## src/hdl/lfps_pkg.sv

```systemverilog
// Shared constants, types and tables for the line follower steering block.
package lfps_pkg;

   // Sensor arrangement and error format
   localparam int SENSOR_COUNT    = 8;
   localparam int ERROR_FRAC_BITS = 8;
   localparam int SCAN_COUNT      = (SENSOR_COUNT < 8) ? SENSOR_COUNT : 8;
   localparam int IDX_W           = $clog2(SCAN_COUNT);
   localparam int CNT_W           = $clog2(SCAN_COUNT + 1);
   localparam int SUM_W           = $clog2(2 * SCAN_COUNT + 1) + 1;
   localparam int MAG_W           = SUM_W - 1;
   localparam int ERR_W           = MAG_W + ERROR_FRAC_BITS;

   // Field widths
   localparam int BITS_W    = 8;
   localparam int BASE_W    = 11;
   localparam int GAIN_W    = 8;
   localparam int RATE_W    = 8;
   localparam int OFFS_W    = 10;
   localparam int SPEED_W   = 13;
   localparam int RATE_FRAC = 8;

   // Configuration port
   localparam int ADDR_W = 4;
   localparam int DATA_W = 32;

   localparam logic [1:0] REG_CRUISE_SPEED = 2'd0;
   localparam logic [1:0] REG_KP_GAIN      = 2'd1;
   localparam logic [1:0] REG_TURN_RATE    = 2'd2;
   localparam logic [1:0] REG_TURN_OFFSET  = 2'd3;

   localparam logic [BASE_W-1:0] CRUISE_SPEED_RST = 11'd0;
   localparam logic [GAIN_W-1:0] KP_GAIN_RST      = 8'd70;
   localparam logic [RATE_W-1:0] TURN_RATE_RST    = 8'd77;
   localparam logic [OFFS_W-1:0] TURN_OFFSET_RST  = 10'd200;

   // Sensor weights, sensor 0 first
   localparam logic signed [2:0] WEIGHT [8] = '{
      -3'sd2, -3'sd2, -3'sd2, -3'sd1, 3'sd1, 3'sd2, 3'sd2, 3'sd2
   };

   typedef enum logic [1:0] {
      HEAD_NONE  = 2'd0,
      HEAD_RIGHT = 2'd1,
      HEAD_LEFT  = 2'd2
   } heading_type;

   typedef struct packed {
      logic [BASE_W-1:0] cruise_speed;
      logic [GAIN_W-1:0] kp_gain;
      logic [RATE_W-1:0] turn_rate_q8;
      logic [OFFS_W-1:0] turn_offset;
   } cfg_type;

endpackage

```

## src/hdl/lfps_csr.sv

```systemverilog
// Configuration register file behind the APB-style port.
module lfps_csr (
   input  logic                         clock,
   input  logic                         reset,
   input  logic                         csr_psel,
   input  logic                         csr_penable,
   input  logic                         csr_pwrite,
   input  logic [lfps_pkg::ADDR_W-1:0]  csr_paddr,
   input  logic [lfps_pkg::DATA_W-1:0]  csr_pwdata,
   output logic [lfps_pkg::DATA_W-1:0]  csr_prdata,
   output logic                         csr_pready,
   output lfps_pkg::cfg_type            cfg
);
   import lfps_pkg::*;

   cfg_type    cfg_ff;
   cfg_type    cfg_in;
   logic [1:0] reg_idx;
   logic       wr_en;

   assign reg_idx    = csr_paddr[3:2];
   assign wr_en      = csr_psel && csr_penable && csr_pwrite;
   assign csr_pready = 1'b1;

   always_comb begin
      cfg_in = cfg_ff;
      if (wr_en) begin
         unique case (reg_idx)
            REG_CRUISE_SPEED: cfg_in.cruise_speed = csr_pwdata[BASE_W-1:0];
            REG_KP_GAIN:      cfg_in.kp_gain      = csr_pwdata[GAIN_W-1:0];
            REG_TURN_RATE:    cfg_in.turn_rate_q8 = csr_pwdata[RATE_W-1:0];
            REG_TURN_OFFSET:  cfg_in.turn_offset  = csr_pwdata[OFFS_W-1:0];
            default:          cfg_in = cfg_ff;
         endcase
      end
   end

   always_comb begin
      unique case (reg_idx)
         REG_CRUISE_SPEED: csr_prdata = DATA_W'(cfg_ff.cruise_speed);
         REG_KP_GAIN:      csr_prdata = DATA_W'(cfg_ff.kp_gain);
         REG_TURN_RATE:    csr_prdata = DATA_W'(cfg_ff.turn_rate_q8);
         REG_TURN_OFFSET:  csr_prdata = DATA_W'(cfg_ff.turn_offset);
         default:          csr_prdata = '0;
      endcase
   end

   always_ff @(posedge clock) begin
      if (reset) begin
         cfg_ff.cruise_speed <= CRUISE_SPEED_RST;
         cfg_ff.kp_gain      <= KP_GAIN_RST;
         cfg_ff.turn_rate_q8 <= TURN_RATE_RST;
         cfg_ff.turn_offset  <= TURN_OFFSET_RST;
      end else begin
         cfg_ff <= cfg_in;
      end
   end

   assign cfg = cfg_ff;

endmodule

```

## src/hdl/lfps_div.sv

```systemverilog
// Restoring divider, one quotient bit per cycle, for the position error.
module lfps_div (
   input  logic                        clock,
   input  logic                        reset,
   input  logic                        start,
   input  logic [lfps_pkg::ERR_W-1:0]  dividend,
   input  logic [lfps_pkg::CNT_W-1:0]  divisor,
   output logic                        done,
   output logic [lfps_pkg::ERR_W-1:0]  quotient
);
   import lfps_pkg::*;

   localparam int STEP_W = $clog2(ERR_W + 1);

   logic              busy_ff, busy_in;
   logic [STEP_W-1:0] step_ff, step_in;
   logic [CNT_W-1:0]  rem_ff, rem_in;
   logic [ERR_W-1:0]  quo_ff, quo_in;
   logic [CNT_W:0]    trial;
   logic [CNT_W:0]    diff;
   logic              fits;

   assign trial = {rem_ff, quo_ff[ERR_W-1]};
   assign fits  = trial >= {1'b0, divisor};
   assign diff  = trial - {1'b0, divisor};

   always_comb begin
      busy_in = busy_ff;
      step_in = step_ff;
      rem_in  = rem_ff;
      quo_in  = quo_ff;
      if (start) begin
         busy_in = 1'b1;
         step_in = STEP_W'(ERR_W);
         rem_in  = '0;
         quo_in  = dividend;
      end else if (busy_ff) begin
         // remainder stays below the divisor, so it fits the narrow register
         rem_in  = fits ? diff[CNT_W-1:0] : trial[CNT_W-1:0];
         quo_in  = {quo_ff[ERR_W-2:0], fits};
         step_in = step_ff - STEP_W'(1);
         if (step_ff == STEP_W'(1)) begin
            busy_in = 1'b0;
         end
      end
   end

   always_ff @(posedge clock) begin
      if (reset) begin
         busy_ff <= 1'b0;
         step_ff <= '0;
      end else begin
         busy_ff <= busy_in;
         step_ff <= step_in;
      end
      rem_ff <= rem_in;
      quo_ff <= quo_in;
   end

   assign done     = busy_ff && (step_ff == STEP_W'(1));
   assign quotient = quo_ff;

endmodule

```

## src/hdl/line_follow_p_steering.sv

```systemverilog
// Top level: sequencer, shared multiplier and result register of the steering block.
//
//   channel  direction  handshake          payload
//   req      in         req_valid/stall    line_bits
//   rsp      out        rsp_valid/stall    left_wheel, right_wheel, turning
//   csr      in/out     APB psel/penable   cruise_speed, kp_gain, turn_rate_q8, turn_offset
//
// A tracking request passes through the accepting cycle, a scan step per sensor, a quotient
// bit per step in the restoring divider, then a multiply step and a result step. A lost-line
// request goes straight to the multiply and result steps; a lost line with no heading yet
// gives no result. req_stall is high from acceptance until the result is loaded.
// The result register takes a new result while the old one is being taken.
// Reset is synchronous and clears the heading, sequencer and result valid.
module line_follow_p_steering (
   input  logic                               clock,
   input  logic                               reset,
   input  logic                               req_valid,
   output logic                               req_stall,
   input  logic [lfps_pkg::BITS_W-1:0]        req_line_bits,
   output logic                               rsp_valid,
   input  logic                               rsp_stall,
   output logic signed [lfps_pkg::SPEED_W-1:0] rsp_left_wheel,
   output logic signed [lfps_pkg::SPEED_W-1:0] rsp_right_wheel,
   output logic                               rsp_turning,
   input  logic                               csr_psel,
   input  logic                               csr_penable,
   input  logic                               csr_pwrite,
   input  logic [lfps_pkg::ADDR_W-1:0]        csr_paddr,
   input  logic [lfps_pkg::DATA_W-1:0]        csr_pwdata,
   output logic [lfps_pkg::DATA_W-1:0]        csr_prdata,
   output logic                               csr_pready
);
   import lfps_pkg::*;

   localparam int A_W    = (ERR_W > BASE_W) ? ERR_W : BASE_W;
   localparam int PROD_W = A_W + GAIN_W;
   localparam int CALC_W = PROD_W + 2;
   localparam logic [IDX_W-1:0] LAST_IDX = IDX_W'(SCAN_COUNT - 1);
   localparam logic [ERR_W-1:0] ERR_MAX  = ERR_W'(2 << ERROR_FRAC_BITS);

   typedef enum logic [4:0] {
      S_IDLE = 5'b00001,
      S_SCAN = 5'b00010,
      S_DIV  = 5'b00100,
      S_MUL  = 5'b01000,
      S_EMIT = 5'b10000
   } state_type;

   cfg_type cfg;

   state_type           state_ff, state_in;
   logic [BITS_W-1:0]   bits_ff, bits_in;
   logic [IDX_W-1:0]    idx_ff, idx_in;
   logic [SUM_W-1:0]    sum_ff, sum_in;
   logic [CNT_W-1:0]    cnt_ff, cnt_in;
   logic                lost_ff, lost_in;
   heading_type         heading_ff, heading_in;
   logic [PROD_W-1:0]   prod_ff, prod_in;
   logic                rsp_valid_ff, rsp_valid_in;
   logic [SPEED_W-1:0]  left_ff, left_in;
   logic [SPEED_W-1:0]  right_ff, right_in;
   logic                turning_ff, turning_in;

   logic                lost_now;
   logic                out_free;
   logic                load;
   logic [SUM_W-1:0]    sum_neg;
   logic [MAG_W-1:0]    sum_mag;
   logic                div_start;
   logic                div_done;
   logic [ERR_W-1:0]    div_quo;
   logic [ERR_W-1:0]    dividend;
   logic [A_W-1:0]      op_a;
   logic [GAIN_W-1:0]   op_b;
   logic [PROD_W-1:0]   term;
   logic [CALC_W-1:0]   center;
   logic [CALC_W-1:0]   plus_calc;
   logic [CALC_W-1:0]   minus_calc;
   logic                dir_pos;

   function automatic logic [SPEED_W-1:0] sat_speed(input logic [CALC_W-1:0] v);
      logic [CALC_W-SPEED_W:0] top;
      top = v[CALC_W-1:SPEED_W-1];
      if (!v[CALC_W-1] && (top != '0)) begin
         sat_speed = {1'b0, {(SPEED_W-1){1'b1}}};
      end else if (v[CALC_W-1] && (top != '1)) begin
         sat_speed = {1'b1, {(SPEED_W-1){1'b0}}};
      end else begin
         sat_speed = v[SPEED_W-1:0];
      end
   endfunction

   lfps_csr u_csr (
      .clock       (clock),
      .reset       (reset),
      .csr_psel    (csr_psel),
      .csr_penable (csr_penable),
      .csr_pwrite  (csr_pwrite),
      .csr_paddr   (csr_paddr),
      .csr_pwdata  (csr_pwdata),
      .csr_prdata  (csr_prdata),
      .csr_pready  (csr_pready),
      .cfg         (cfg)
   );

   lfps_div u_div (
      .clock    (clock),
      .reset    (reset),
      .start    (div_start),
      .dividend (dividend),
      .divisor  (cnt_in),
      .done     (div_done),
      .quotient (div_quo)
   );

   assign lost_now  = &req_line_bits[SCAN_COUNT-1:0];
   assign req_stall = (state_ff != S_IDLE);
   assign out_free  = !rsp_valid_ff || !rsp_stall;
   assign load      = (state_ff == S_EMIT) && out_free;

   // magnitude of the finished sum, scaled to the error fraction
   assign sum_neg  = '0 - sum_in;
   assign sum_mag  = sum_in[SUM_W-1] ? sum_neg[MAG_W-1:0] : sum_in[MAG_W-1:0];
   assign dividend = {sum_mag, {ERROR_FRAC_BITS{1'b0}}};

   // shared multiplier operands
   assign op_a = lost_ff ? A_W'(cfg.cruise_speed) : A_W'(div_quo);
   assign op_b = lost_ff ? cfg.turn_rate_q8 : cfg.kp_gain;

   assign term       = lost_ff ? (prod_ff >> RATE_FRAC) : (prod_ff >> ERROR_FRAC_BITS);
   assign center     = lost_ff ? CALC_W'(cfg.turn_offset) : CALC_W'(cfg.cruise_speed);
   assign plus_calc  = center + {2'b00, term};
   assign minus_calc = center - {2'b00, term};
   assign dir_pos    = lost_ff ? (heading_ff == HEAD_RIGHT) : !sum_ff[SUM_W-1];

   always_comb begin
      state_in   = state_ff;
      bits_in    = bits_ff;
      idx_in     = idx_ff;
      sum_in     = sum_ff;
      cnt_in     = cnt_ff;
      lost_in    = lost_ff;
      heading_in = heading_ff;
      prod_in    = prod_ff;
      div_start  = 1'b0;
      unique case (state_ff)
         S_IDLE: begin
            if (req_valid) begin
               bits_in = req_line_bits;
               idx_in  = '0;
               sum_in  = '0;
               cnt_in  = '0;
               lost_in = lost_now;
               if (!lost_now) begin
                  state_in = S_SCAN;
               end else if (heading_ff == HEAD_RIGHT || heading_ff == HEAD_LEFT) begin
                  state_in = S_MUL;
               end
               // drop a lost-line request while no heading is known
            end
         end
         S_SCAN: begin
            if (!bits_ff[idx_ff]) begin
               sum_in = sum_ff + {{(SUM_W-3){WEIGHT[idx_ff][2]}}, WEIGHT[idx_ff]};
               cnt_in = cnt_ff + CNT_W'(1);
            end
            idx_in = idx_ff + IDX_W'(1);
            if (idx_ff == LAST_IDX) begin
               div_start = 1'b1;
               state_in  = S_DIV;
            end
         end
         S_DIV: begin
            if (div_done) begin
               state_in = S_MUL;
            end
         end
         S_MUL: begin
            prod_in = PROD_W'(op_a) * PROD_W'(op_b);
            if (!lost_ff && (div_quo != '0)) begin
               heading_in = sum_ff[SUM_W-1] ? HEAD_LEFT : HEAD_RIGHT;
            end
            state_in = S_EMIT;
         end
         S_EMIT: begin
            if (out_free) begin
               state_in = S_IDLE;
            end
         end
         default: state_in = S_IDLE;
      endcase
   end

   always_comb begin
      rsp_valid_in = rsp_valid_ff && rsp_stall;
      left_in      = left_ff;
      right_in     = right_ff;
      turning_in   = turning_ff;
      if (load) begin
         rsp_valid_in = 1'b1;
         left_in      = sat_speed(dir_pos ? plus_calc : minus_calc);
         right_in     = sat_speed(dir_pos ? minus_calc : plus_calc);
         turning_in   = lost_ff;
      end
   end

   always_ff @(posedge clock) begin
      if (reset) begin
         state_ff     <= S_IDLE;
         heading_ff   <= HEAD_NONE;
         rsp_valid_ff <= 1'b0;
      end else begin
         state_ff     <= state_in;
         heading_ff   <= heading_in;
         rsp_valid_ff <= rsp_valid_in;
      end
      bits_ff    <= bits_in;
      idx_ff     <= idx_in;
      sum_ff     <= sum_in;
      cnt_ff     <= cnt_in;
      lost_ff    <= lost_in;
      prod_ff    <= prod_in;
      left_ff    <= left_in;
      right_ff   <= right_in;
      turning_ff <= turning_in;
   end

   assign rsp_valid       = rsp_valid_ff;
   assign rsp_left_wheel  = left_ff;
   assign rsp_right_wheel = right_ff;
   assign rsp_turning     = turning_ff;

   a_turn_needs_heading: assert property (@(posedge clock) disable iff (reset)
      (rsp_valid_ff && turning_ff) |-> (heading_ff != HEAD_NONE))
      else $error("spin turn result without a known heading");

   a_lost_unknown_drops: assert property (@(posedge clock) disable iff (reset)
      (req_valid && !req_stall && lost_now && heading_ff == HEAD_NONE)
      |=> (state_ff == S_IDLE))
      else $error("lost-line request with no heading was not dropped");

   a_load_from_emit: assert property (@(posedge clock) disable iff (reset)
      $rose(rsp_valid_ff) |-> $past(state_ff == S_EMIT))
      else $error("result loaded outside the result cycle");

   a_divisor_nonzero: assert property (@(posedge clock) disable iff (reset)
      (state_ff == S_DIV) |-> (cnt_ff != '0))
      else $error("division by a zero sensor count");

   a_error_bound: assert property (@(posedge clock) disable iff (reset)
      (state_ff == S_MUL && !lost_ff) |-> (div_quo <= ERR_MAX))
      else $error("position error beyond the largest weight");

endmodule
```

## config.mk

```make
export PLATFORM = sky130hd
export DESIGN_NAME = line_follow_p_steering
export DESIGN_NICKNAME = d
export VERILOG_FILES = /design/src/hdl/lfps_pkg.sv /design/src/hdl/lfps_csr.sv /design/src/hdl/lfps_div.sv /design/src/hdl/line_follow_p_steering.sv
export SDC_FILE = /design/constraint.sdc
export NUM_CORES = 1
export LEC_CHECK = 0
export ABC_AREA = 1
export BUFFER_PORTS_ARGS = -buffer_cell sky130_fd_sc_hd__buf_2
export CORE_AREA = 2 2 141 143
export CTS_CLUSTER_DIAMETER = 100
export DETAILED_ROUTE_END_ITERATION = 10
export DIE_AREA = 0 0 143 145
export GPL_ROUTABILITY_DRIVEN = 0
export PLACE_DENSITY = 0.8
export SYNTH_ARGS = -nofsm -noshare
export SYNTH_HDL_FRONTEND = slang
export SYNTH_HIERARCHICAL = 1
export SYNTH_SLANG_ARGS = --single-unit
```

## constraint.sdc

```tcl
create_clock -name clock -period 6.15 [get_ports clock]
set_input_delay 0.615 -clock clock [delete_from_list [all_inputs] [get_ports clock]]
set_output_delay 0.615 -clock clock [all_outputs]
set_load 0.02 [all_outputs]
```

# After elaboration in Yosys (flattened, before gate mapping)
# Memory sizes are Yosys's and may differ from the RTL's.
# Index checks and enable logic that the tools add are counted.
# W data, S select, Z words.
[word_totals] output_inout_bits=62 mem_bits_rw=0 latch_bits=0 elab_cells=131 reg_bits=137 romBits=24 n_memories=1
[op_classes] shifts=0 n_div=0 addsub=8 n_eq_ne=20 bitwise_logic=1 n_mul=1 n_mux=41 order_cmp=3 reduce_logical=34
[mem_list] memory="(name not given)" words=8 word_bits=3 rd=1 rd_ports_with_merged_regs=0 wr=0 line_no="line_follow_p_steering.sv:164" source="sum_in = sum_ff + {{(SUM_W-3){WEIGHT[idx_ff][2]}}, WEIGHT[idx_ff]};"
[op_table] operator="$pmux W32 S4" n=1
[op_table] operator="$mux W13" n=5
[op_table] operator="$mux W23" n=2
[op_table] operator="$mux W5" n=7
[op_table] operator="$pmux W5 S5" n=1
[op_table] operator="$ne A11 B11 Y1 const B" n=2
[op_table] operator="$reduce_bool A11 Y1" n=2
[op_table] operator="$mul A13 B8 Y21" n=1
[op_table] operator="$mux W4" n=5
[op_table] operator="$add A11 B13 Y14" n=1
[op_table] operator="$reduce_and A2 Y1" n=7
[op_table] operator="$sub A11 B13 Y14" n=1
[op_table] operator="$reduce_bool A13 Y1" n=1
[op_table] operator="$mux W6" n=2
[op_table] operator="$pmux W6 S2" n=1
[op_table] operator="$mux W11" n=1
[op_table] operator="$logic_and A1 B1 Y1" n=10
[op_table] operator="$mux W3" n=3
[op_table] operator="$mux W1" n=8
[op_table] operator="$mux W8" n=1
[op_table] operator="$ne A2 B2 Y1 const B" n=4
[op_table] operator="$pmux W4 S2" n=1
[op_table] operator="$reduce_and A8 Y1" n=1
[op_table] operator="$add A6 B6 Y6" n=1
[op_table] operator="29 further kinds" n=39

# Logic depth before layout (Yosys ltp)
# Gate-level depths: netlist (run 1).
[logic_depth] depth_word=10 mapped_depth=26 ltp_nobuf=23

# Cells and area by module
# The synthesis (run 1) kept the hierarchy.
[modules_own_cells] module="line_follow_p_steering" instances=1 cells_per_inst=1122 seq_area_each_um2=1921.8 area_per_inst_um2=8301.7
[modules_own_cells] module="lfps_csr" instances=1 cells_per_inst=288 seq_area_each_um2=740.7 area_per_inst_um2=1878.1
[modules_own_cells] module="lfps_div" instances=1 cells_per_inst=140 seq_area_each_um2=570.5 area_per_inst_um2=1167.4

# Least setup slack after synthesis (run 1)
# No wires, ideal clock.
[synth_timing] kind="register to register" from="register lost_ff" to="register prod_ff[19], data pin" slack_ps=1076 stages_incl_launch_ff=23 n_path_buf=3 t_arrival_ps=4822 path_cell_list="edfxtp_1 -> buf_6 -> inv_2 -> clkbuf_1 -> nand2_1 -> o21ai_0 -> clkbuf_1 -> nor2_1 -> fa_1 -> fa_1 -> fa_1 -> inv_1 -> fa_1 -> inv_1 -> ha_1 -> a21oi_1 -> nor2_1 -> nor2_1 -> nor2_1 -> a2111oi_0 -> nand2_1 -> nand2_1 -> nand2_1"
[synth_via] elab_chain_cells=2 elab_cells_between_ends=3 classes_between="1 x mul; 2 x mux"
[synth_rtl] element="start, declared" line_no="line_follow_p_steering.sv:56" source="logic lost_ff, lost_in;"
[synth_rtl] element="start signal, assigned" line_no="line_follow_p_steering.sv:221" source="lost_ff <= lost_in;"
[synth_rtl] element="$mux W13 or $mux W8 (tied branches)" line_no="line_follow_p_steering.sv:127, line_follow_p_steering.sv:128"
[synth_rtl] element="$mul A13 B8 Y21 (*)" line_no="line_follow_p_steering.sv:179" source="prod_in = PROD_W'(op_a) * PROD_W'(op_b);"
[synth_rtl] element="end signal, assigned" line_no="line_follow_p_steering.sv:222" source="prod_ff <= prod_in;"
[synth_rtl] element="end, declared" line_no="line_follow_p_steering.sv:58" source="logic [PROD_W-1:0] prod_ff, prod_in;"
# Every way passes the cells marked *; elsewhere a longest branch is shown, timed or not.
# A chain may end at the register's enable or synchronous reset.

# Worst setup path in the final report (run 1)
[layout_timing] from="register lost_ff" to="register prod_ff[20], data pin"
# Same word-level chain as after synthesis.

==> results of run 1 <==
## registers in the layout, indices dropped and copies added, names as in the netlist, 2 cells and up
| register | cells |
|---|---|
| bits_ff | 8 |
| cnt_ff | 4 |
| heading_ff | 2 |
| idx_ff | 3 |
| prod_ff | 13 |
| rsp_left_wheel | 13 |
| rsp_right_wheel | 13 |
| state_ff | 5 |
| sum_ff | 6 |
| u_csr/cfg | 37 |
| u_div/quotient | 13 |
| u_div/rem_ff | 4 |
| u_div/step_ff | 4 |
## through the flow
stage | utilization | total power [µW] | hold slack (ns) | worst slack, ns
floorplan | - | 3800 | 0.428 | 1.08
global placement | 0.615 | 4370 | 0.444 | 0.787
detailed placement | 0.615 | 4500 | 0.455 | 0.711
CTS | 0.645 | 5510 | 0.356 | 0.662
global route | 0.645 | 6090 | 0.354 | 0.250
finish | 0.645 | 5540 | 0.358 | 0.617
## cell usage after synthesis, types with 3 or more instances
master / n
o21bai_1: 3
nor2_2: 12
ha_1: 77
nor3_1: 15
o31ai_1: 3
nand2_1: 402
buf_4: 32
edfxtp_1: 65
nor4_1: 4
nand3_1: 127
a21oi_1: 44
inv_2: 15
buf_1: 3
o21ai_0: 39
o21ai_2: 3
nand4_1: 28
nor2_1: 199
xnor2_1: 4
dfxtp_1: 64
a21oi_2: 4
or2_2: 14
nand3b_1: 3
o21ai_1: 16
buf_2: 11
conb_1: 3
xor2_1: 18
fa_1: 69
a21o_1: 3
inv_1: 208
nor2_4: 4
nand2_2: 9
clkbuf_1: 15
a31oi_1: 5
o21a_1: 5
## report_power, final
| part | leakage [µW] | total [µW] | switching [µW] | internal (µW) |
|---|---|---|---|---|
| clock | 0.000283 | 1000 | 410 | 592 |
| combinational | 0.00476 | 3370 | 2190 | 1180 |
| sequential | 0.00111 | 1170 | 55.1 | 1110 |
| total | 0.00615 | 5540 | 2660 | 2880 |
## cells by family (layout without fill, tap and decap cells)
kind of cell | count (synthesis) | count (layout) | share of synthesized area
DFF | 129 | 129 | 0.285
and+or+nand+nor | 824 | 824 | 0.310
adders and majority gates | 146 | 146 | 0.207
xor gates and xnor gates | 22 | 22 | 0.0170
buffers and inverters | 286 | 331 | 0.108
other | 3 | 30 | 0.000992
AOI/OAI and AO/OA | 140 | 140 | 0.0724
## layer usage
layer,vias up,track usage,wire length (µm)
met1,4893,0.369,11800
met5,-,0,0
met4,0,0.0832,625
met3,61,0.0604,2230
met2,419,0.459,13500
li1,5017,-,-
## layout by cell type (no fill, tap or decap), drive strengths merged, types with 4 or more instances in the layout
cell type  synthesis  final
xor2              18     18
nand4             28     28
fa                69     69
nand3            129    129
o21ai             59     59
a21oi             48     48
ha                77     77
o21a               5      5
buf               48     76
inv              223    226
dfxtp             64     64
a31oi              5      5
xnor2              4      4
edfxtp            65     65
conb               3     30
clkinv             0      6
nand2            412    412
nor4               4      4
clkbuf            15     21
nor2             215    215
or2               15     15
nor3              17     17
## worst max-delay path, cell delays in order (launching register included)
cell and delay [ns]:
edfxtp_1 0.32, buf_4 0.41, inv_2 0.24, o21ai_0 0.26, buf_4 0.24, nor2_1 0.08, fa_1 0.57, fa_1 0.52
fa_1 0.54, inv_1 0.06, fa_1 0.53, inv_1 0.04, ha_1 0.36, nand2_1 0.13, nor2_1 0.16, nand4_1 0.10
o21ai_1 0.36, a21oi_1 0.17, xor2_1 0.17
## final timing paths
kind	start	to	slack, ns	cells past startpoint
max	lost_ff$_DFFE_PP_	prod_ff[20]$_DFFE_PP_	0.62	18
min reg2reg	heading_ff[1]$_SDFFE_PP0P_	heading_ff[1]$_SDFFE_PP0P_	0.46	2
max reg2reg	lost_ff$_DFFE_PP_	prod_ff[20]$_DFFE_PP_	0.62	18
min	req_line_bits[4]	bits_ff[4]$_DFFE_PP_	0.36	1
## area by class of cell
type | instances | area (µm²) | share of cell area
sequential | 129 | 3230 | 0.261
tap | 265 | 332 | 0.0268
clock inverter | 11 | 103 | 0.00829
inverter | 223 | 837 | 0.0676
multi-input combinational | 1162 | 7000 | 0.566
timing repair buffer | 76 | 403 | 0.0325
clock buffer | 21 | 472 | 0.0381
==> flow_metrics.py, run 1 <==
metrics = {
    "status": {
        "status": "completed",
    },
    "yosys": {
        "syn_avg_cell_area_um2": 7.32,
        "netlist_area_um2": 11300,
        "seq_area_frac_synth": 0.285,
        "synth_largest_area_cell": "edfxtp_1",
        "synth-main-ff-cell": "edfxtp_1",
        "syn_inst": 1550,
        "ys_types": 51,
        "yosys.area.top_type_share": 0.172,
        "synth_edf_count": 65,
        "synth_area_leaders": "edfxtp_1 (17%), nand2_1 (13%), fa_1 (12%)",
        "synth-async-reset-ratio": 0,
        "ys_seq_elements": 129,
        "yosys_warnings": 6,
    },
    "floorplanning": {
        "ios": 113,
        "core_area_um2": 19200,
        "rows": 51,
        "die_area_um2": 20700,
        "floorplan.initialDensity": 0.591,
        "die_w_um": 143,
        "fp.dieH_um": 145,
    },
    "route": {
        "drt-total-wl_um": 28200,
        "drtAntennaViolNets": 0,
        "drt-wirelength-per-cell_um": 14.9,
        "num_vias": 10400,
        "dr.first_iter.drc_count": 974,
        "drc_errors": 0,
        "firstDrtPassIters": 6,
        "drt-vias-per-instance": 5.51,
    },
    "sta": {
        "finalClockSkew_ns": 0.0136,
        "slew_headroom": 0.217,
        "setup_tns_ns": 0,
        "period_share": 0.900,
        "finalSetupViolCount": 0,
        "tightest_slew_ns": 1.17,
        "drv_slew": 0,
        "hold_viol": 0,
        "rsz0062_at_grt": "no",
        "fmax_mhz": 181,
        "period_needed_ns": 5.53,
    },
    "grt": {
        "antenna_found_initial": 0,
        "track_usage": 0.279,
        "grt_pass1_vias": 9773,
        "grt_start_max_net_pins": 53,
        "grt_pass1_wl_um": 46500,
        "overflow": 0,
    },
    "final_layout": {
        "syn2layout_area_growth_pct": 9.13,
        "antenna_cells": 0,
        "final_cell_area_um2": 12400,
        "drive_above_1_share": 0.109,
        "stdcell_count": 1887,
        "layout.nets": 1806,
        "fillers": 1625,
    },
    "power": {
        "peakVddDrop_mv": 0.392,
        "powerDensity_nw_per_um2": 447,
        "leakage_uw": 0.00615,
    },
    "clock_tree": {
        "root_buffer": "clkbuf_16",
        "cts_buffers": 17,
        "clkSlewWorstSetupHoldPaths_ns": 0.07,
        "clkLatencyLatePin_ns": 0.44,
        "cts_resized": 0,
        "cts_tree": "built",
        "htreeDepth": 4,
        "cts.sinks": 129,
        "clk_path_buf_depth": 2,
        "postCtsSetupRepairBufs": 0,
        "holdBufCountCts": 0,
    },
    "place": {
        "dp_hpwl_um": 21700,
        "dp.cells": 1855,
        "io_buffer_count": 67,
        "dpl_cell_area_um2": 11800,
    },
    "critical_path": {
        "arrival_ns": 5.71,
        "end_kind": "flip-flop",
        "worstSetupPathType": "flip-flop to flip-flop",
        "critical_path_required_ns": 6.33,
        "startpoint_type": "flip-flop",
        "crit_fanout": 52,
    },
    "flow_run": {
        "maxCapViolCount": 0,
    },
    "min_path": {
        "worst_hold_path_type": "input port to flip-flop",
    },
}
(Power assumes the default switching activity.)
==> run 2, diff against run 1 <==
--- a/config.mk
+++ b/config.mk
@@ -7,12 +7,12 @@
 export LEC_CHECK = 0
 export ABC_AREA = 1
 export BUFFER_PORTS_ARGS = -buffer_cell sky130_fd_sc_hd__buf_2
-export CORE_AREA = 2 2 141 143
+export CORE_AREA = 2 2 184 186
 export CTS_CLUSTER_DIAMETER = 100
 export DETAILED_ROUTE_END_ITERATION = 10
-export DIE_AREA = 0 0 143 145
+export DIE_AREA = 0 0 186 188
 export GPL_ROUTABILITY_DRIVEN = 0
-export PLACE_DENSITY = 0.8
+export PLACE_DENSITY = 0.51
 export SYNTH_ARGS = -nofsm -noshare
 export SYNTH_HDL_FRONTEND = slang
 export SYNTH_HIERARCHICAL = 1
==> flow_metrics.py, run 2 (same netlist as run 1, synthesis figures left out) <==
metrics = {
    "route": {
        "drt-vias-per-instance": 4.76,
        "firstDrtPassIters": 5,
        "num_vias": 9857,
        "drt-total-wl_um": 30000,
        "dr.first_iter.drc_count": 571,
        "drt-wirelength-per-cell_um": 14.5,
        "drtAntennaViolNets": 0,
        "drc_errors": 0,
    },
    "final_layout": {
        "syn2layout_area_growth_pct": 11.2,
        "layout.nets": 1805,
        "final_cell_area_um2": 12600,
        "stdcell_count": 2069,
        "largest_reg_flops": 37,
        "antenna_cells": 0,
        "most-common-layout-cells": "nand2_1 (402), inv_1 (208), nor2_1 (198)",
        "layout_commonest_cell": "nand2_1",
        "fillers": 3510,
        "drive_above_1_share": 0.109,
    },
    "clock_tree": {
        "postCtsSetupRepairBufs": 0,
        "cts_buffers": 17,
        "root_buffer": "clkbuf_16",
        "clk_path_buf_depth": 2,
        "cts.sinks": 129,
        "clkSlewWorstSetupHoldPaths_ns": 0.07,
        "cts_tree": "built",
        "clkLatencyLatePin_ns": 0.45,
        "cts_resized": 0,
        "holdBufCountCts": 0,
        "htreeDepth": 4,
    },
    "sta": {
        "drv_slew": 0,
        "finalClockSkew_ns": 0.0190,
        "setup_tns_ns": 0,
        "tightest_slew_ns": 1.17,
        "finalSetupViolCount": 0,
        "hold_viol": 0,
        "hold_ws_ns": 0.370,
        "period_share": 0.874,
        "rsz0062_at_grt": "no",
        "fmax_mhz": 186,
        "period_needed_ns": 5.38,
        "slew_headroom": 0.220,
    },
    "grt": {
        "overflow": 0,
        "track_usage": 0.180,
        "antenna_found_initial": 0,
        "grt_start_max_net_pins": 53,
        "grt_pass1_vias": 9507,
        "grt_pass1_wl_um": 49000,
    },
    "critical_path": {
        "cpMostUsedCell": "fa_1",
        "worstSetupPathType": "flip-flop to flip-flop",
        "crit_fanout": 52,
        "worstSetupEndpoint": "prod_ff[20]$_DFFE_PP_",
        "rr_worst_depth": 16,
        "crit_start": "lost_ff$_DFFE_PP_",
        "crit_family": "adder cells",
        "startpoint_type": "flip-flop",
        "arrival_ns": 5.58,
        "slowest_delay_ns": 0.70,
        "rrSetupSlack_ns": 0.77,
        "critPathSlowestCell": "o21ai_1",
        "critPathBufInv": 3,
        "rr_endpoint": "prod_ff[20]$_DFFE_PP_",
        "cp_num_cells": 16,
        "path_cells": "buf_12, o21ai_1, nor2_1, fa_1, fa_1, fa_1, inv_1, fa_1, inv_1, ha_1, nand2_1, nor2_1, nand4_1, o21ai_1, a21oi_1, xor2_1",
        "critical_path_required_ns": 6.35,
        "timing.rr.start": "lost_ff$_DFFE_PP_",
        "end_kind": "flip-flop",
    },
    "min_path": {
        "worst_hold_path_type": "input port to flip-flop",
    },
    "floorplanning": {
        "floorplan.initialDensity": 0.343,
        "core_area_um2": 33100,
        "rows": 67,
        "ios": 113,
        "fp.dieH_um": 188,
        "die_area_um2": 35000,
        "die_w_um": 186,
    },
    "place": {
        "io_buffer_count": 67,
        "dp_hpwl_um": 23800,
        "dpl_cell_area_um2": 12100,
        "dp.cells": 2037,
    },
    "power": {
        "powerDensity_nw_per_um2": 434,
        "leakage_uw": 0.00615,
        "peakVddDrop_mv": 0.262,
    },
    "flow_run": {
        "maxCapViolCount": 0,
    },
    "status": {
        "status": "completed",
    },
}
## run 2: changes by cell type in the layout (fill, tap and decap cells not counted)
cell        previous run  this run
buf_4                  9         7
clkbuf_1               2         0
inv_6                  2         4
a21oi_2                5         4
a21oi_4                0         1
buf_12                 0         1
bufinv_16              1         0
clkinv_1               0         1
clkinv_2               3         2
clkinv_4               3         2
clkinvlp_4             1         2
inv_8                  0         1
## run 2: worst min path at each step
stage                                       startpoint                            to  cells after the start
after global routing                  req_line_bits[1]          bits_ff[1]$_DFFE_PP_                      1
after global placement      heading_ff[1]$_SDFFE_PP0P_    heading_ff[1]$_SDFFE_PP0P_                      2
after floorplan           u_div/rem_ff[3]$_SDFFE_PP0P_  u_div/rem_ff[3]$_SDFFE_PP0P_                      2
after detailed placement    heading_ff[1]$_SDFFE_PP0P_    heading_ff[1]$_SDFFE_PP0P_                      2
after CTS                             req_line_bits[5]          bits_ff[5]$_DFFE_PP_                      1
final                                 req_line_bits[5]          bits_ff[5]$_DFFE_PP_                      1
## run 2: worst register-to-register path, stage by stage (launching register included)
cell and delay, ns:
edfxtp_1 0.41, buf_12 0.20, o21ai_1 0.71, nor2_1 0.18
fa_1 0.60, fa_1 0.44, fa_1 0.54, inv_1 0.05
fa_1 0.52, inv_1 0.04, ha_1 0.35, nand2_1 0.12
nor2_1 0.14, nand4_1 0.09, o21ai_1 0.36, a21oi_1 0.19
xor2_1 0.17
## run 2: power by group
part           leakage (µW)  internal (µW)  switching [µW]
clock              0.000276            555             436
sequential          0.00111           1110            56.3
combinational       0.00476           1170            2140
## run 2: per-layer routing
metal | GRT usage | wire, µm
met5 | 0 | 0
met4 | 0.0515 | 517
met3 | 0.0317 | 1250
met2 | 0.306 | 14400
met1 | 0.232 | 13800
## run 2: metrics by stage
stage	util	setup WS [ns]	power [µW]
after detailed placement	0.364	0.774	4500
after floorplan	-	1.08	3800
after global routing	0.381	0.491	6100
final	0.381	0.773	5470
after CTS	0.381	0.763	5530
after global placement	0.364	0.769	4490
## run 2: cell type report
class,count,area [µm²],area share
clock buffer,19,464,0.0368
clock inverter,13,98.8,0.00784
inverter,223,837,0.0664
multi-input combinational,1162,7010,0.556
sequential,129,3230,0.256
tap,448,561,0.0444
timing repair buffer,75,408,0.0323
==> run 3, diff against run 2 <==
--- a/config.mk
+++ b/config.mk
@@ -7,10 +7,10 @@
 export LEC_CHECK = 0
 export ABC_AREA = 1
 export BUFFER_PORTS_ARGS = -buffer_cell sky130_fd_sc_hd__buf_2
-export CORE_AREA = 2 2 184 186
+export CORE_AREA = 8 8 190 192
 export CTS_CLUSTER_DIAMETER = 100
 export DETAILED_ROUTE_END_ITERATION = 10
-export DIE_AREA = 0 0 186 188
+export DIE_AREA = 0 0 198 200
 export GPL_ROUTABILITY_DRIVEN = 0
 export PLACE_DENSITY = 0.51
 export SYNTH_ARGS = -nofsm -noshare
==> flow_metrics.py, run 3 (same netlist as run 1, synthesis figures left out) <==
metrics = {
    "floorplanning": {
        "die_area_um2": 39600,
        "rows": 67,
        "floorplan.initialDensity": 0.343,
        "ios": 113,
        "core_area_um2": 33100,
        "fp.dieH_um": 200,
        "die_w_um": 198,
    },
    "route": {
        "drt-vias-per-instance": 4.77,
        "num_vias": 9875,
        "firstDrtPassIters": 5,
        "dr.first_iter.drc_count": 640,
        "drtAntennaViolNets": 0,
        "drt-total-wl_um": 30800,
        "drc_errors": 0,
        "drt-wirelength-per-cell_um": 14.9,
    },
    "clock_tree": {
        "cts_tree": "built",
        "cts_buffers": 17,
        "postCtsSetupRepairBufs": 0,
        "holdBufCountCts": 0,
        "root_buffer": "clkbuf_16",
        "clkSlewWorstSetupHoldPaths_ns": 0.07,
        "clk_path_buf_depth": 2,
        "cts_resized": 0,
        "clkLatencyLatePin_ns": 0.45,
        "cts.sinks": 129,
        "htreeDepth": 4,
    },
    "critical_path": {
        "rrSetupSlack_ns": 0.77,
        "worstSetupPathType": "flip-flop to flip-flop",
        "rr_endpoint": "prod_ff[20]$_DFFE_PP_",
        "startpoint_type": "flip-flop",
        "crit_fanout": 52,
        "timing.rr.start": "lost_ff$_DFFE_PP_",
        "critical_path_required_ns": 6.34,
        "rr_worst_depth": 16,
        "end_kind": "flip-flop",
        "crit_start": "lost_ff$_DFFE_PP_",
        "arrival_ns": 5.57,
    },
    "power": {
        "swShare": 0.471,
        "combPwrFrac": 0.596,
        "p_total_uw": 5560,
        "pwr-share-clk": 0.194,
        "seqPwrFrac": 0.210,
        "peakVddDrop_mv": 0.292,
        "leakage_uw": 0.00618,
        "powerDensity_nw_per_um2": 439,
        "switchingPower_uw": 2620,
        "intPower_uw": 2940,
    },
    "sta": {
        "tightest_slew_ns": 0.992,
        "finalSetupViolCount": 0,
        "setup_tns_ns": 0,
        "hold_viol": 0,
        "period_share": 0.875,
        "slew_headroom": 0.336,
        "drv_slew": 0,
        "finalClockSkew_ns": 0.0183,
        "fmax_mhz": 186,
        "hold_ws_ns": 0.367,
        "period_needed_ns": 5.38,
        "rsz0062_at_grt": "no",
    },
    "place": {
        "io_buffer_count": 67,
        "dp_hpwl_um": 24500,
        "dpl_cell_area_um2": 12100,
    },
    "final_layout": {
        "layout_commonest_cell": "nand2_1",
        "most-common-layout-cells": "nand2_1 (402), inv_1 (208), nor2_1 (198)",
        "largest_reg_flops": 37,
        "layout.nets": 1806,
        "fillers": 3493,
        "fin_util": 0.383,
        "syn2layout_area_growth_pct": 11.7,
        "drive_above_1_share": 0.109,
        "final_cell_area_um2": 12700,
        "antenna_cells": 0,
    },
    "min_path": {
        "min_path_cells": 1,
        "hold_path.startpoint": "req_line_bits[1]",
        "worst_hold_path_type": "input port to flip-flop",
        "hold_end": "bits_ff[1]$_DFFE_PP_",
    },
    "grt": {
        "grt_pass1_vias": 9524,
        "overflow": 0,
        "track_usage": 0.159,
        "grt_start_max_net_pins": 53,
        "grt_pass1_wl_um": 49700,
        "antenna_found_initial": 0,
    },
    "status": {
        "status": "completed",
    },
    "flow_run": {
        "maxCapViolCount": 0,
    },
}
[run 3: routing by layer]
layer	global-route usage	part of all wire
met4	0.0454	0.019
met5	0	0
met2	0.265	0.47
met1	0.206	0.47
met3	0.0330	0.047
[run 3: power by group through the flow]
stage	Clock, µW	Sequential [µW]	Combinational (µW)
2_1_floorplan	0	1170	2630
3_3_place_gp	0	1190	3310
3_5_place_dp	0	1190	3330
4_1_cts	1100	1170	3350
5_1_grt	1130	1180	3880
6_report	1080	1170	3320
[run 3: through the flow]
stage                     instances  worst slack, ns
final                          2070            0.772
after floorplan                1577             1.08
after global placement         2038            0.813
after detailed placement       2038            0.806
after global routing           2070            0.356
after CTS                      2070            0.788
[run 3: worst max-delay path by stage]
stage	cells past startpoint	slack, ns	to
6_report	16	0.77	prod_ff[20]$_DFFE_PP_
5_1_grt	21	0.36	prod_ff[19]$_DFFE_PP_
4_1_cts	16	0.79	prod_ff[20]$_DFFE_PP_
3_5_place_dp	16	0.81	prod_ff[20]$_DFFE_PP_
3_3_place_gp	16	0.81	prod_ff[20]$_DFFE_PP_
2_1_floorplan	22	1.08	prod_ff[19]$_DFFE_PP_
[run 3: area by class of cell]
| type | count | area, µm² | share of cell area |
|---|---|---|---|
| multi-input combinational | 1162 | 7010 | 0.553 |
| sequential | 129 | 3230 | 0.255 |
| inverter | 223 | 837 | 0.0661 |
| tap | 448 | 561 | 0.0442 |
| clock buffer | 21 | 493 | 0.0389 |
| timing repair buffer | 76 | 415 | 0.0328 |
| clock inverter | 11 | 120 | 0.00948 |
[run 3: critical path, stage by stage, from the launching register on]
cell and delay [ns]:
edfxtp_1 0.41, buf_12 0.20, o21ai_1 0.68, nor2_1 0.16, fa_1 0.53, fa_1 0.51, fa_1 0.54, inv_1 0.05
fa_1 0.52, inv_1 0.04, ha_1 0.34, nand2_1 0.12, nor2_1 0.16, nand4_1 0.09, o21ai_1 0.36, a21oi_1 0.19
xor2_1 0.17
